--- src/hw/rtl/gpwa_pkg.sv ---
// ----------------------------------------------------------------------------
// Gated peak window average: shared definitions
// Field widths, port packing widths and default sizes used across the block.
// ----------------------------------------------------------------------------
package gpwa_pkg;

    // Field widths of the input and result items.
    localparam int ROW_W    = 10;
    localparam int STR_W    = 20;
    localparam int BAND_W   = 11;
    localparam int LIMIT_W  = 10;

    // One above the highest row that the block accepts as is; larger rows are clamped.
    localparam int MAX_ROWS = 1024;

    // Default number of peaks kept in the averaging window.
    localparam int WINDOW_DEFAULT = 8;

    // Packed stream widths, filled up to whole bytes.
    localparam int S_TDATA_W = 32;
    localparam int M_TDATA_W = 48;

endpackage : gpwa_pkg

--- src/hw/rtl/gated_peak_window_average.sv ---
// ----------------------------------------------------------------------------
// Gated peak window average
// Keeps a sliding window of frame peaks (row and strength), gates new peaks
// against the running average row, and reports the averages and a band start.
// ----------------------------------------------------------------------------
//
//  Channel | Direction | Handshake          | Request contents
//  --------+-----------+--------------------+-----------------------------------
//  cfg     | in        | cfg_valid/ready    | deviation_limit (10 bits)
//  s       | in        | s_tvalid/tready    | peak_row, peak_strength
//  m       | out       | m_tvalid/tready    | averages, band start, stored flag;
//          |           |                    | tuser carries average_ready
//
// One request is taken every cycle when the result side keeps up. A request
// goes through two register stages: the accepting edge updates the window,
// the running sums and the gate flag and fills the middle stage; the result
// register is loaded from the middle stage whenever it is empty or taken.
// Reset clears the fill count, the sums and sets the gate flag; the window
// contents themselves are not cleared, as they are only read once written.
// When the result register is stalled, the middle stage holds and the input
// side stops accepting only once that stage is also occupied.
// ----------------------------------------------------------------------------
module gated_peak_window_average
    import gpwa_pkg::*;
#(
    parameter int WINDOW = WINDOW_DEFAULT
)
(
    input  logic                 clk,
    input  logic                 rst_n,

    // Configuration write channel.
    input  logic                 cfg_valid,
    output logic                 cfg_ready,
    input  logic [LIMIT_W-1:0]   cfg_data,     // deviation_limit

    // Input peak stream.
    input  logic                 s_tvalid,
    output logic                 s_tready,
    input  logic [S_TDATA_W-1:0] s_tdata,      // [9:0] peak_row, [29:10] peak_strength

    // Result stream.
    output logic                 m_tvalid,
    input  logic                 m_tready,
    output logic [M_TDATA_W-1:0] m_tdata,      // [9:0] average_row,
                                               // [29:10] average_strength,
                                               // [40:30] band_start, [41] stored
    output logic                 m_tuser       // [0] average_ready
);

    // ------------------------------------------------------------------------
    // Derived sizes. Division by WINDOW is a multiply by a rounded-up
    // reciprocal followed by a shift; with the shift taken as the sum width
    // plus ceil(log2(WINDOW)), the quotient is exact for every sum value.
    // ------------------------------------------------------------------------
    localparam int WL        = $clog2(WINDOW);
    localparam int FILL_W    = $clog2(WINDOW + 1);
    localparam int RSUM_W    = ROW_W + WL;
    localparam int SSUM_W    = STR_W + WL;
    localparam int ROW_SHIFT = RSUM_W + WL;
    localparam int STR_SHIFT = SSUM_W + WL;
    localparam longint ROW_RECIP_L =
        ((64'd1 << ROW_SHIFT) + longint'(WINDOW) - 64'd1) / longint'(WINDOW);
    localparam longint STR_RECIP_L =
        ((64'd1 << STR_SHIFT) + longint'(WINDOW) - 64'd1) / longint'(WINDOW);
    localparam logic [RSUM_W:0] ROW_RECIP = ROW_RECIP_L[RSUM_W:0];
    localparam logic [SSUM_W:0] STR_RECIP = STR_RECIP_L[SSUM_W:0];
    localparam logic [ROW_W-1:0] ROW_LIMIT = ROW_W'(MAX_ROWS - 1);
    localparam logic [FILL_W-1:0] FILL_FULL = FILL_W'(WINDOW);

    // ------------------------------------------------------------------------
    // Configuration register. Writes are expected only while the block is
    // idle.
    // ------------------------------------------------------------------------
    logic [LIMIT_W-1:0] limit_reg;

    assign cfg_ready = 1'b1;

    always_ff @(posedge clk or negedge rst_n)
    begin
        if (!rst_n)
        begin
            limit_reg <= '0;
        end
        else if (cfg_valid && cfg_ready)
        begin
            limit_reg <= cfg_data;
        end
    end

    // ------------------------------------------------------------------------
    // Stage control. The middle stage holds one request whose window update
    // is already done; the result register holds one finished result.
    // ------------------------------------------------------------------------
    logic mid_valid_reg;
    logic out_valid_reg;
    logic out_advance;
    logic in_accept;

    assign out_advance = !out_valid_reg || m_tready;
    assign s_tready    = !mid_valid_reg || out_advance;
    assign in_accept   = s_tvalid && s_tready;

    // ------------------------------------------------------------------------
    // Window state. The window is a shift line: a stored peak enters at tap
    // zero, so once the window is full the oldest entry sits at the last tap.
    // ------------------------------------------------------------------------
    logic [ROW_W-1:0]  row_line_reg [WINDOW];
    logic [STR_W-1:0]  str_line_reg [WINDOW];
    logic [FILL_W-1:0] fill_reg;
    logic [RSUM_W-1:0] row_sum_reg;
    logic [SSUM_W-1:0] str_sum_reg;
    logic              within_reg;

    logic [FILL_W-1:0] fill_next;
    logic [RSUM_W-1:0] row_sum_next;
    logic [SSUM_W-1:0] str_sum_next;
    logic              within_next;

    // Incoming request fields.
    logic [ROW_W-1:0] in_row;
    logic [STR_W-1:0] in_str;
    logic [ROW_W-1:0] row_clamped;

    assign in_row = s_tdata[ROW_W-1:0];
    assign in_str = s_tdata[ROW_W +: STR_W];
    assign row_clamped = (in_row > ROW_LIMIT) ? ROW_LIMIT : in_row;

    // The average row held from the last full result always equals the
    // current row sum divided by the window, since the sum only moves on a
    // store and every store into a full window leaves it full.
    logic                      win_full;
    logic [2*RSUM_W:0]         held_prod;
    logic [ROW_W-1:0]          held_avg;
    logic [ROW_W-1:0]          row_gap;
    logic                      in_limit;
    logic                      push;
    logic [ROW_W-1:0]          drop_row;
    logic [STR_W-1:0]          drop_str;

    assign win_full  = (fill_reg == FILL_FULL);
    assign held_prod = (2*RSUM_W+1)'(row_sum_reg) * (2*RSUM_W+1)'(ROW_RECIP);
    assign held_avg  = held_prod[ROW_SHIFT +: ROW_W];
    assign row_gap   = (held_avg > row_clamped) ? (held_avg - row_clamped)
                                                : (row_clamped - held_avg);
    assign in_limit  = (row_gap <= limit_reg);
    assign push      = (row_clamped != '0) && (!win_full || in_limit);
    assign drop_row  = win_full ? row_line_reg[WINDOW-1] : '0;
    assign drop_str  = win_full ? str_line_reg[WINDOW-1] : '0;

    always_comb
    begin
        fill_next    = fill_reg;
        row_sum_next = row_sum_reg;
        str_sum_next = str_sum_reg;
        within_next  = within_reg;
        if (push)
        begin
            row_sum_next = row_sum_reg + RSUM_W'(row_clamped) - RSUM_W'(drop_row);
            str_sum_next = str_sum_reg + SSUM_W'(in_str) - SSUM_W'(drop_str);
            if (!win_full)
            begin
                fill_next = fill_reg + FILL_W'(1);
            end
        end
        // The gate flag only changes for a nonzero row against a full window.
        if ((row_clamped != '0) && win_full)
        begin
            within_next = in_limit;
        end
    end

    always_ff @(posedge clk or negedge rst_n)
    begin
        if (!rst_n)
        begin
            fill_reg    <= '0;
            row_sum_reg <= '0;
            str_sum_reg <= '0;
            within_reg  <= 1'b1;
        end
        else if (in_accept)
        begin
            fill_reg    <= fill_next;
            row_sum_reg <= row_sum_next;
            str_sum_reg <= str_sum_next;
            within_reg  <= within_next;
        end
    end

    always_ff @(posedge clk)
    begin
        if (in_accept && push)
        begin
            row_line_reg[0] <= row_clamped;
            str_line_reg[0] <= in_str;
            for (int i = 1; i < WINDOW; i++)
            begin
                row_line_reg[i] <= row_line_reg[i-1];
                str_line_reg[i] <= str_line_reg[i-1];
            end
        end
    end

    // ------------------------------------------------------------------------
    // Middle stage: the request's row and stored flag wait here while the
    // state registers already reflect its update.
    // ------------------------------------------------------------------------
    logic [ROW_W-1:0] mid_row_reg;
    logic             mid_stored_reg;

    always_ff @(posedge clk or negedge rst_n)
    begin
        if (!rst_n)
        begin
            mid_valid_reg <= 1'b0;
        end
        else if (s_tready)
        begin
            mid_valid_reg <= s_tvalid;
        end
    end

    always_ff @(posedge clk)
    begin
        if (in_accept)
        begin
            mid_row_reg    <= row_clamped;
            mid_stored_reg <= push;
        end
    end

    // ------------------------------------------------------------------------
    // Result stage: averages from the updated sums and the band start.
    // The band base is the peak row while the gate flag is set, otherwise
    // the average row; half the limit is taken off in 11-bit two's complement.
    // ------------------------------------------------------------------------
    logic [2*RSUM_W:0] avg_row_prod;
    logic [2*SSUM_W:0] avg_str_prod;
    logic [ROW_W-1:0]  avg_row;
    logic [STR_W-1:0]  avg_str;
    logic [ROW_W-1:0]  band_base;
    logic [BAND_W-1:0] band;

    assign avg_row_prod = (2*RSUM_W+1)'(row_sum_reg) * (2*RSUM_W+1)'(ROW_RECIP);
    assign avg_str_prod = (2*SSUM_W+1)'(str_sum_reg) * (2*SSUM_W+1)'(STR_RECIP);
    assign avg_row      = avg_row_prod[ROW_SHIFT +: ROW_W];
    assign avg_str      = avg_str_prod[STR_SHIFT +: STR_W];
    assign band_base    = within_reg ? mid_row_reg : avg_row;
    assign band         = BAND_W'(band_base) - BAND_W'(limit_reg[LIMIT_W-1:1]);

    logic              out_ready_flag_reg;
    logic [ROW_W-1:0]  out_row_reg;
    logic [STR_W-1:0]  out_str_reg;
    logic [BAND_W-1:0] out_band_reg;
    logic              out_stored_reg;

    always_ff @(posedge clk or negedge rst_n)
    begin
        if (!rst_n)
        begin
            out_valid_reg <= 1'b0;
        end
        else if (out_advance)
        begin
            out_valid_reg <= mid_valid_reg;
        end
    end

    always_ff @(posedge clk)
    begin
        if (out_advance && mid_valid_reg)
        begin
            out_ready_flag_reg <= win_full;
            out_row_reg        <= win_full ? avg_row : '0;
            out_str_reg        <= win_full ? avg_str : '0;
            out_band_reg       <= win_full ? band : '0;
            out_stored_reg     <= mid_stored_reg;
        end
    end

    assign m_tvalid = out_valid_reg;
    assign m_tuser  = out_ready_flag_reg;
    assign m_tdata  = {(M_TDATA_W-ROW_W-STR_W-BAND_W-1)'(0), out_stored_reg,
                       out_band_reg, out_str_reg, out_row_reg};

    // ------------------------------------------------------------------------
    // Assertions
    // ------------------------------------------------------------------------
    a_fill_bound: assert property (@(posedge clk) disable iff (!rst_n)
        fill_reg <= FILL_FULL)
        else $error("fill count beyond window size");

    a_fill_step: assert property (@(posedge clk) disable iff (!rst_n)
        in_accept && push && !win_full |=> fill_reg == $past(fill_reg) + FILL_W'(1))
        else $error("store into a filling window did not grow the fill count");

    a_stored_nonzero: assert property (@(posedge clk) disable iff (!rst_n)
        mid_valid_reg && mid_stored_reg |-> mid_row_reg != '0)
        else $error("a row of zero was stored");

    a_not_ready_zero: assert property (@(posedge clk) disable iff (!rst_n)
        m_tvalid && !m_tuser |-> out_row_reg == '0 && out_str_reg == '0
                                 && out_band_reg == '0)
        else $error("result fields set while the window is not full");

endmodule : gated_peak_window_average

--- config.mk ---
export PLATFORM = sky130hd
export DESIGN_NAME = gated_peak_window_average
export DESIGN_NICKNAME = d
export VERILOG_FILES = /design/src/hw/rtl/gpwa_pkg.sv /design/src/hw/rtl/gated_peak_window_average.sv
export SDC_FILE = /design/constraint.sdc
export NUM_CORES = 1
export LEC_CHECK = 0
export BUFFER_PORTS_ARGS = -buffer_cell sky130_fd_sc_hd__clkbuf_2
export CAP_MARGIN = 5
export CORE_ASPECT_RATIO = 0.75
export CORE_MARGIN = 5
export CORE_UTILIZATION = 50
export DETAILED_ROUTE_END_ITERATION = 6
export PLACE_DENSITY = 0.7
export SETUP_SLACK_MARGIN = 0.5
export SLEW_MARGIN = 40
export SYNTH_ARGS = -nofsm -noshare
export SYNTH_HDL_FRONTEND = slang
export SYNTH_SLANG_ARGS = --single-unit
--- constraint.sdc ---
create_clock -name clk -period 10.9 [get_ports clk]
set_input_delay 1.09 -clock clk [delete_from_list [all_inputs] [get_ports clk]]
set_output_delay 1.09 -clock clk [all_outputs]
set_load 0.03 [all_outputs]
* Word-level counts from Yosys, hierarchy flattened *
Memories as Yosys holds them, arrays and structs flattened.
Index checks and enable logic that the tools add are counted.

storage, ports and cells
  flip-flop bits (word level) = 107
  memory bits (writable) = 240
  output and inout port bits = 52
  word-level logic and storage cells = 51
  memories kept = 2

memories
  memory        depth  width  rd ports  clocked after memory_dff  write ports  line                              source
  str_line_reg  8      20     8         0                         8            gated_peak_window_average.sv:109  logic [STR_W-1:0] str_line_reg [WINDOW];
  row_line_reg  8      10     8         0                         8            gated_peak_window_average.sv:108  logic [ROW_W-1:0] row_line_reg [WINDOW];

cells by class
  $add $sub $neg = 8
  order comparisons = 3
  equal/unequal tests = 1
  multiplexer cells = 7
  bitwise gates (word level) = 1
  reduce and logical (&&, ||, !) cells = 15

operators by type and width
  kind                                         count
  two-way mux 10 bit                           4
  adder 23 x 20 -> 23 bit                      1
  subtractor 23 x 20 -> 23 bit                 1
  two-way mux 20 bit                           1
  subtractor 10 bit                            2
  adder 13 x 10 -> 13 bit                      1
  subtractor 13 x 10 -> 13 bit                 1
  subtractor 10 x 9 -> 11 bit                  1
  > comparator 10 bit                          1
  > comparator 10 bit, second input constant   1
  <= comparator 10 bit                         1
  nonzero test 10 bit                          1
  logical AND 1 bit                            5
  adder 4 x 1 -> 4 bit, second input constant  1
  equality test 4 bit, second input constant   1
  AND reduction 2 bit                          2
  zero test 1 bit                              3
  logical OR 1 bit                             3
  AND reduction 3 bit                          1
  two-way mux 1 bit                            2
  inverter 1 bit                               1

* Longest topological paths before layout *
Gate-level depths: netlist of the first run.

  depth after elaboration = 10
  gate-level depth with buffers = 22

* Worst setup path after synthesis of the first run *
No wires, ideal clock.

  path kind = in2reg
  start point = input port s_tdata[0]
  end point = register row_sum_reg[2]
  setup time = 0.459 ns
  arrival = 11.639 ns
  data required time = 10.441 ns
  setup slack = -1.198 ns
  stages on the path = 21
  buffers on the path = 4
  cell sequence = clkbuf_1 ha_1 fa_1 nor2b_1 o21ai_0 nand2b_1 a41oi_1 o21ai_0 buf_1 mux2i_1 xor2_1 ha_1 a21oi_1 o21ai_0 a2111oi_2 nor3_4 nand2b_1 clkbuf_1 inv_2 clkbuf_1 o21ai_0

on the way
  longest elaborated chain between the ends = 8
  elaborated cells between the ends (all ways) = 13

ends and longest elaborated chain
  what                                             line                              source
  start, declared                                  gated_peak_window_average.sv:40   input logic [S_TDATA_W-1:0] s_tdata,
  > comparator 10 bit                              gated_peak_window_average.sv:127  assign row_clamped = (in_row > ROW_LIMIT) ? ROW_LIMIT : in_row;
  two-way mux 10 bit (*)                           gated_peak_window_average.sv:127
  subtractor 10 bit, or another cell as far along  gated_peak_window_average.sv:145  : (row_clamped - held_avg);
  two-way mux 10 bit                               gated_peak_window_average.sv:144  assign row_gap = (held_avg > row_clamped) ? (held_avg - row_clamped)
  <= comparator 10 bit                             gated_peak_window_average.sv:146  assign in_limit = (row_gap <= limit_reg);
  logical OR 1 bit                                 gated_peak_window_average.sv:147  assign push = (row_clamped != '0) && (!win_full || in_limit);
  logical AND 1 bit                                gated_peak_window_average.sv:147
  AND reduction 2 bit (no line)                    n/a
  end signal, assigned                             gated_peak_window_average.sv:185  row_sum_reg <= row_sum_next;
  end, declared                                    gated_peak_window_average.sv:111  logic [RSUM_W-1:0] row_sum_reg;

Mark *: on every way between the ends. The rest lies on a longest branch, timed or not.
A chain may end at the register's enable or synchronous reset.

==> results of run 1 <==
==> area by class of cell <==
type / count / area (um^2) / area share [%]
well taps: 399 / 499 / 2.84
repair buffers: 96 / 509 / 2.90
inverters: 154 / 586 / 3.34
flip-flops and latches: 347 / 10200 / 57.9
clock inverters: 21 / 248 / 1.41
multi-input cells: 631 / 4650 / 26.5
clock buffers: 41 / 908 / 5.17
==> metal layers <==
| metal | global-route usage [%] | vias up |
|---|---|---|
| met5 | 0 | - |
| met4 | 4.33 | 2 |
| met3 | 3.14 | 39 |
| met2 | 22.1 | 166 |
| met1 | 27.2 | 4298 |
| li1 | - | 4255 |
==> worst paths after layout <==
kind | start | depth (start not counted) | to | slack [ns]
setup / recovery | s_tdata[6] | 19 | str_line_reg[1][5] | 4.66
hold / removal | row_line_reg[0][31] | 0 | row_line_reg[1][1] | 0.41
setup reg to reg | row_sum_reg[3] | 20 | str_line_reg[1][5] | 4.89
hold reg to reg | row_line_reg[0][31] | 0 | row_line_reg[1][1] | 0.41
max in group asynchronous | rst_n | 2 | limit_reg[4] | 9.83
min in group asynchronous | rst_n | 2 | str_sum_reg[7] | 0.64
==> worst reg2reg max path: stages (launching register included) <==
cell and delay [ns]:
sky130_fd_sc_hd__dfrtp_1 0.38, sky130_fd_sc_hd__inv_1 0.14, sky130_fd_sc_hd__ha_1 0.26, sky130_fd_sc_hd__fa_1 0.40, sky130_fd_sc_hd__nor2b_1 0.11, sky130_fd_sc_hd__o21ai_0 0.07
sky130_fd_sc_hd__nand2b_1 0.12, sky130_fd_sc_hd__a41oi_1 0.14, sky130_fd_sc_hd__o21ai_0 0.22, sky130_fd_sc_hd__buf_4 0.24, sky130_fd_sc_hd__mux2i_1 0.23, sky130_fd_sc_hd__xor2_1 0.20
sky130_fd_sc_hd__ha_1 0.28, sky130_fd_sc_hd__a21oi_1 0.14, sky130_fd_sc_hd__o21ai_0 0.12, sky130_fd_sc_hd__a2111oi_2 0.60, sky130_fd_sc_hd__nor3_4 0.14, sky130_fd_sc_hd__nand2b_1 0.18
sky130_fd_sc_hd__buf_4 0.29, sky130_fd_sc_hd__inv_8 0.55, sky130_fd_sc_hd__buf_6 0.73
==> cells in the final DEF, fill, tap and decap left out, drive strengths merged, types with 22 or more instances in the layout <==
master	netlist	final
nand2	73	73
edfxtp	294	294
and2	36	36
clkbuf	29	130
a21o	22	22
a21oi	39	39
dfrtp	52	52
nor2	66	66
o21ai	83	83
ha	76	76
inv	153	154
xnor2	23	23
fa	33	33
==> cells in the mapped netlist, types with 2 or more instances <==
master / count
sky130_fd_sc_hd__nor2b_1: 10
sky130_fd_sc_hd__o21ai_1: 2
sky130_fd_sc_hd__o211ai_1: 2
sky130_fd_sc_hd__o31ai_1: 6
sky130_fd_sc_hd__or3_1: 2
sky130_fd_sc_hd__o41ai_1: 2
sky130_fd_sc_hd__a21o_1: 22
sky130_fd_sc_hd__a211oi_1: 10
sky130_fd_sc_hd__dfrtp_1: 52
sky130_fd_sc_hd__o21a_1: 6
sky130_fd_sc_hd__nand2b_1: 17
sky130_fd_sc_hd__a22oi_1: 2
sky130_fd_sc_hd__and2_1: 36
sky130_fd_sc_hd__conb_1: 2
sky130_fd_sc_hd__edfxtp_1: 294
sky130_fd_sc_hd__or4_1: 2
sky130_fd_sc_hd__or2_2: 2
sky130_fd_sc_hd__mux2i_1: 12
sky130_fd_sc_hd__nor3b_1: 2
sky130_fd_sc_hd__a21boi_0: 4
sky130_fd_sc_hd__nand3_1: 10
sky130_fd_sc_hd__inv_1: 152
sky130_fd_sc_hd__a221o_1: 2
sky130_fd_sc_hd__and3_1: 6
sky130_fd_sc_hd__fa_1: 33
sky130_fd_sc_hd__o21bai_1: 5
sky130_fd_sc_hd__buf_4: 8
sky130_fd_sc_hd__xor2_1: 17
sky130_fd_sc_hd__nor3_1: 18
sky130_fd_sc_hd__nand3b_1: 2
sky130_fd_sc_hd__nor2_1: 66
sky130_fd_sc_hd__or3_2: 2
sky130_fd_sc_hd__a21oi_1: 39
sky130_fd_sc_hd__ha_1: 76
sky130_fd_sc_hd__nand2_1: 73
sky130_fd_sc_hd__o21ai_0: 81
sky130_fd_sc_hd__xnor2_1: 23
sky130_fd_sc_hd__nand4_1: 9
sky130_fd_sc_hd__buf_1: 2
sky130_fd_sc_hd__a211o_1: 3
sky130_fd_sc_hd__clkbuf_1: 29
sky130_fd_sc_hd__mux2_2: 2
sky130_fd_sc_hd__a31oi_1: 4
==> power by group <==
group	internal (mW)	switching (mW)	leakage [nW]
Sequential	1.74	0.101	3.47
Combinational	0.811	1.24	3.19
Clock	0.719	0.487	0.558
Total	3.27	1.82	7.22
==> kinds of logic after synthesis <==
kind of cell    count (synthesis)
buf+inv                       194
flops                         347
fa+ha+maj                     109
compound gates                197
other cells                     2
xor+xnor                       40
simple gates                  264
mux                            14
==> impl_summary.log, run 1 <==
[metrics] transition time of the tightest slew-check pin: 0.749 ns
[metrics] worst min path class: reg -> reg
[metrics] synthesized instance count: 1167
[metrics] Worst EP arrival: 6.37 ns
[metrics] share of the clock period used by the worst path: 57.2%
[metrics] max-slew violations: 0
[metrics] GRT Overall Usage: 16.4%
[metrics] routed via count divided by cell count: 5.19
[metrics] max FFs per register: 160
[metrics] share of synthesized area spent on multiplexers: 0.918%
[metrics] portion of the post-synthesis area used by sequential elements: 65.3%
[metrics] FP Rows: 55
[metrics] number of buffers inserted by hold repair at cts: 0
[metrics] final setup margin: 4.66 ns
[metrics] synthesis-stage register bit count: 347
[metrics] required time at the endpoint of the critical path: 11.04 ns
[metrics] clock latency on the worst-skew pair: 0.51 ns
[metrics] share of synthesized cell area in and, or, nand and nor gates: 8.47%
[metrics] setup repair bufs after CTS: 0
[metrics] crit path launch type: input port
[metrics] clock transition at the registers of the reported paths: 0.06 ns
[metrics] average wire length per cell after detail routing: 16.9 um
[metrics] placed inst area: 16400 um^2
[metrics] hold slack final: 0.406 ns
[metrics] number of instances resized during post-cts repair: 0
[metrics] synthesized area per cell: 13.3 um^2
[metrics] filler-free cell count of the finished design: 1689
[metrics] relative slew slack: 50.1%
[metrics] CTS tree: built
[metrics] dominant combinational cell family by area after synthesis: adder cells
[metrics] Tmin final: 6.24 ns
[metrics] Die Height: 163 um
[metrics] largest fanout on the critical path: 107
[metrics] top area cells in the synthesized netlist: sky130_fd_sc_hd__edfxtp_1, sky130_fd_sc_hd__dfrtp_1, sky130_fd_sc_hd__ha_1
[metrics] Pwr per Cell Area: 290 nW/um^2
[metrics] unrepaired setup endpoints after global routing: no
[metrics] Crit Path Class: in -> reg
[metrics] synth-to-layout area growth: 12.9%
[metrics] pin count of the biggest net entering global routing: 108
[metrics] post-detailed-routing wire length: 28.5 mm
[metrics] IO Pins: 99
[metrics] Unique masters post-synth: 61
[metrics] effective utilization at floorplan: 51.1%
[metrics] final-layout fill cell count: 2425
[metrics] Util after Layout: 57.7%
[metrics] pre-CTS setup slack: 4.05 ns
[metrics] largest delay contributor family on the critical path: buffers and inverters
[metrics] met2 wirelength from detailed routing: 11.6 mm
[metrics] outcome: finished clean
[metrics] Synth area leader: sky130_fd_sc_hd__edfxtp_1
[metrics] Hold Violations, Final: 0
[metrics] leakage power: 7.22 nW
[metrics] Max stage delay cell, worst path: sky130_fd_sc_hd__buf_6
[metrics] post-layout instance area: 17600 um^2
[metrics] number of DRC markers in iteration 0: 644
[metrics] HPWL after detailed placement: 19.4 mm
[metrics] aggregate global routing overflow: 0
[metrics] Chip Width: 214 um
[metrics] area share of the leading cell type in the synthesized netlist: 56.8%
[metrics] share of cells above drive strength 1: 12.6%
[metrics] Clk Tree Root Cell: sky130_fd_sc_hd__clkbuf_16
[metrics] area share of xor/xnor cells in the synthesized design: 2.25%
[metrics] first drt pass iteration count: 5
[metrics] vias in the first global route: 8316
[metrics] CP cell instances: clkbuf_2, inv_1, ha_1, nand4_1, or3_1, o21ai_0, o21ai_0, buf_4, mux2i_1, xor2_1, ha_1, a21oi_1, o21ai_0, a2111oi_2, nor3_4, nand2b_1, buf_4, inv_8, buf_6
[metrics] number of antenna violations at the first check in global routing: 1
[metrics] wire length of the first global-routing pass: 45.2 mm
[metrics] kind of end point of the critical path: flip-flop
[metrics] maximum achievable frequency: 160 MHz
[metrics] slowest cell delay on critical path: 0.63 ns
[metrics] mapped cell area: 15500 um^2
[metrics] most repeated library cell on the critical path: sky130_fd_sc_hd__o21ai_0
[metrics] detailed route wirelength on metal3: 1.41 mm
[metrics] H-tree level count: 2
[metrics] Total Nets Final: 1421
[metrics] adder and majority gate portion of the synthesized area: 10.4%
[metrics] DRC Markers: 0
[metrics] Post-Route Setup TNS: 0 ns
[metrics] vias after detailed routing: 8760
[metrics] floorplan die area: 34800 um^2
[metrics] number of input and output port buffers inserted: 89
[metrics] area of the core: 30400 um^2
[metrics] worst-case clock buffer depth: 3
[metrics] Post-synth ARST share: 15.3%
[metrics] Antenna Nets Post-Route: 0
[metrics] cell count after placement: 1627
[metrics] antenna diode count: 0
[metrics] TritonCTS Sinks: 347
[metrics] CTS Buf Count: 35
[metrics] Final GP Congestion: 0.892
[metrics] max-capacitance violation count: 0
[metrics] most common flop cell mapped by yosys: sky130_fd_sc_hd__edfxtp_1
[metrics] Peak supply drop: 124 uV
[metrics] Routed met1 length: 14.9 mm
[metrics] Final setup violation count: 0
[metrics] number of flops mapped to enable cells by yosys: 294
[metrics] top routing layer in use: met5
[metrics] complex-gate fraction of the synthesized area: 7.69%
[metrics] Synthesis Warnings: 0
[metrics] Buf+Inv Stages, Crit Path: 6
[metrics] setup clock skew after layout: 0.0168 ns
[metrics] Final Total Pwr: 5.10 mW
Note: power is estimated with default switching activity, not from simulation.
==> inputs of run 2 (changes only) <==
- clock period: 10.9 -> 5 ns (I/O delays scaled with it)
==> run 2 against run 1 <==
Compared with the run above:
- core utilization grew 1.8 points
- die area is the same
- clock-buffer cell count grew 4
- hold slack lost 0.36 ns
- first-iteration DRC count grew 4.3%
- sequential cell count is the same
- sequential power grew 120%
- global-route usage grew 0.63 points
- cell area grew 3.2%
- combinational power grew 140%
==> impl_summary.log, run 2 (synthesis gave the netlist of run 1 again) <==
[metrics] outcome: finished clean
[metrics] pin count of the biggest net entering global routing: 54
[metrics] number of buffers inserted by hold repair at cts: 0
[metrics] number of DRC markers in iteration 0: 672
[metrics] worst min path class: in -> async
[metrics] CP cell instances: inv_2, ha_4, fa_2, nor2b_1, o21ai_1, nand2b_1, a41oi_2, o21ai_4, buf_6, mux2i_4, xor2_1, ha_1, nand4_1, inv_2, a2111oi_4, nor3_4, buf_4, a22oi_2, nand2_1, or4_4
[metrics] commonest non-fill, non-tap cell in the layout: sky130_fd_sc_hd__edfxtp_1
[metrics] Die Height: 163 um
[metrics] clock latency on the worst-skew pair: 0.52 ns
[metrics] required time at the endpoint of the critical path: 5.39 ns
[metrics] vias after detailed routing: 8972
[metrics] Antenna Nets Post-Route: 0
[metrics] max-capacitance violation count: 0
[metrics] pre-CTS setup slack: 0.247 ns
[metrics] Pwr per Cell Area: 638 nW/um^2
[metrics] final setup margin: 0.627 ns
[metrics] relative slew slack: 53.6%
[metrics] top routing layer in use: met4
[metrics] Post-Route Setup TNS: 0 ns
[metrics] worst-case clock buffer depth: 3
[metrics] Peak supply drop: 271 uV
[metrics] Max stage delay cell, worst path: sky130_fd_sc_hd__or4_4
[metrics] first drt pass iteration count: 6
[metrics] max-slew violations: 0
[metrics] crit path launch type: flip-flop
[metrics] leakage power: 7.46 nW
[metrics] clock transition at the registers of the reported paths: 0.07 ns
[metrics] Tmin final: 4.37 ns
[metrics] average wire length per cell after detail routing: 17.3 um
[metrics] Clk Tree Root Cell: sky130_fd_sc_hd__clkbuf_16
[metrics] post-detailed-routing wire length: 29.8 mm
[metrics] largest delay contributor family on the critical path: compound AO/OA/AOI/OAI gates
[metrics] floorplan die area: 34800 um^2
[metrics] CTS tree: built
[metrics] FP Rows: 55
[metrics] met2 wirelength from detailed routing: 12.1 mm
[metrics] max FFs per register: 160
[metrics] area of the core: 30400 um^2
[metrics] antenna diode count: 0
[metrics] GRT Overall Usage: 17.1%
[metrics] Chip Width: 214 um
[metrics] Final setup violation count: 0
[metrics] H-tree level count: 2
[metrics] CTS Buf Count: 34
[metrics] maximum achievable frequency: 229 MHz
[metrics] aggregate global routing overflow: 0
[metrics] most repeated library cell on the critical path: sky130_fd_sc_hd__inv_2
[metrics] effective utilization at floorplan: 51.1%
[metrics] routed via count divided by cell count: 5.20
[metrics] IO Pins: 99
[metrics] TritonCTS Sinks: 347
[metrics] transition time of the tightest slew-check pin: 0.695 ns
[metrics] slowest cell delay on critical path: 0.51 ns
[metrics] setup clock skew after layout: 0.0217 ns
[metrics] Crit Path Class: reg -> reg
[metrics] largest fanout on the critical path: 4
[metrics] unrepaired setup endpoints after global routing: yes
[metrics] HPWL after detailed placement: 20.6 mm
[metrics] number of antenna violations at the first check in global routing: 0
[metrics] Routed met1 length: 15.7 mm
[metrics] kind of end point of the critical path: flip-flop
[metrics] Final GP Congestion: 0.848
[metrics] final-layout fill cell count: 2365
[metrics] Final Total Pwr: 11.6 mW
[metrics] Buf+Inv Stages, Crit Path: 4
[metrics] Hold Violations, Final: 0
[metrics] Worst EP arrival: 4.76 ns
[metrics] Total Nets Final: 1458
[metrics] DRC Markers: 0
[metrics] number of input and output port buffers inserted: 89
[metrics] synth-to-layout area growth: 16.5%
[metrics] most frequent cells in the layout: sky130_fd_sc_hd__edfxtp_1, sky130_fd_sc_hd__inv_1, sky130_fd_sc_hd__clkbuf_2
[metrics] share of the clock period used by the worst path: 87.5%
[metrics] wire length of the first global-routing pass: 47.1 mm
[metrics] vias in the first global route: 8789
[metrics] share of cells above drive strength 1: 16.5%
[metrics] detailed route wirelength on metal3: 1.48 mm
==> run 2: cell types whose count changed in the layout (fill, tap and decap cells not counted), moves of 3 or more <==
| cell | previous run | this run |
|---|---|---|
| sky130_fd_sc_hd__o21ai_0 | 81 | 77 |
| sky130_fd_sc_hd__inv_1 | 152 | 149 |
| sky130_fd_sc_hd__inv_2 | 0 | 3 |
| sky130_fd_sc_hd__clkbuf_1 | 5 | 8 |
| sky130_fd_sc_hd__buf_4 | 4 | 32 |
| sky130_fd_sc_hd__buf_12 | 0 | 6 |
==> run 2: worst reg2reg max path, cell delays in order, from the launching register on <==
cell,delay [ns]
sky130_fd_sc_hd__dfrtp_1,0.37
sky130_fd_sc_hd__inv_2,0.07
sky130_fd_sc_hd__ha_4,0.16
sky130_fd_sc_hd__fa_2,0.36
sky130_fd_sc_hd__nor2b_1,0.11
sky130_fd_sc_hd__o21ai_1,0.07
sky130_fd_sc_hd__nand2b_1,0.12
sky130_fd_sc_hd__a41oi_2,0.18
sky130_fd_sc_hd__o21ai_4,0.26
sky130_fd_sc_hd__buf_6,0.16
sky130_fd_sc_hd__mux2i_4,0.22
sky130_fd_sc_hd__xor2_1,0.20
sky130_fd_sc_hd__ha_1,0.27
sky130_fd_sc_hd__nand4_1,0.18
sky130_fd_sc_hd__inv_2,0.07
sky130_fd_sc_hd__a2111oi_4,0.44
sky130_fd_sc_hd__nor3_4,0.11
sky130_fd_sc_hd__buf_4,0.17
sky130_fd_sc_hd__a22oi_2,0.17
sky130_fd_sc_hd__nand2_1,0.06
sky130_fd_sc_hd__or4_4,0.51
==> run 2: path summary, 6_finish.rpt <==
path                            slack, ns  cells past startpoint                   to          startpoint
worst max-delay path                 0.63                     20      str_sum_reg[22]      row_sum_reg[3]
worst min register to register       0.41                      0  row_line_reg[0][11]  row_line_reg[0][1]
worst min-delay path                 0.05                      2       str_sum_reg[6]               rst_n
max in group asynchronous            4.53                      2           within_reg               rst_n
min in group clk                     0.18                      1   str_line_reg[0][4]         s_tdata[14]
worst max register to register       0.63                     20      str_sum_reg[22]      row_sum_reg[3]
==> run 2: per-layer routing <==
| layer | vias to the layer above | GRT usage (%) |
|---|---|---|
| met5 | - | 0 |
| met4 | 0 | 3.26 |
| met3 | 43 | 3.10 |
| met2 | 223 | 23.5 |
| met1 | 4372 | 28.4 |
| li1 | 4334 | - |
==> run 2: final cells by class <==
| class | instances | area (um^2) | share of cell area, % |
|---|---|---|---|
| clock buffers | 45 | 933 | 5.15 |
| clock inverters | 17 | 230 | 1.27 |
| inverters | 154 | 598 | 3.30 |
| multi-input cells | 631 | 4780 | 26.4 |
| flip-flops and latches | 347 | 10200 | 56.1 |
| well taps | 399 | 499 | 2.76 |
| repair buffers | 134 | 915 | 5.05 |
==> run 2: per-stage QoR <==
| stage | area, um^2 | hold slack (ns) | instances | utilization (%) |
|---|---|---|---|---|
| 6_report | 18100 | 0.0466 | 1727 | 59.6 |
| 3_3_place_gp | 16700 | 0.400 | 1652 | 54.9 |
| 5_1_grt | 18100 | 0.100 | 1727 | 59.6 |
| 2_1_floorplan | 15600 | 0.204 | 1172 | - |
| 4_1_cts | 17900 | 0.149 | 1714 | 58.8 |
| 3_5_place_dp | 16700 | 0.405 | 1652 | 54.9 |
==> run 2: repair_timing <==
item                                    4_1_cts  5_1_grt
gates resized for setup                       3       28
pin swaps                                     0       18
gates cloned                                  0        1
endpoints found under the setup margin      235      264
setup buffers                                 0       12
==> run 2: where the power goes <==
group          internal, mW  leakage [nW]  switching (mW)
Sequential             3.79          3.47           0.226
Combinational          2.02          3.43            2.87
Clock                  1.59         0.566            1.07
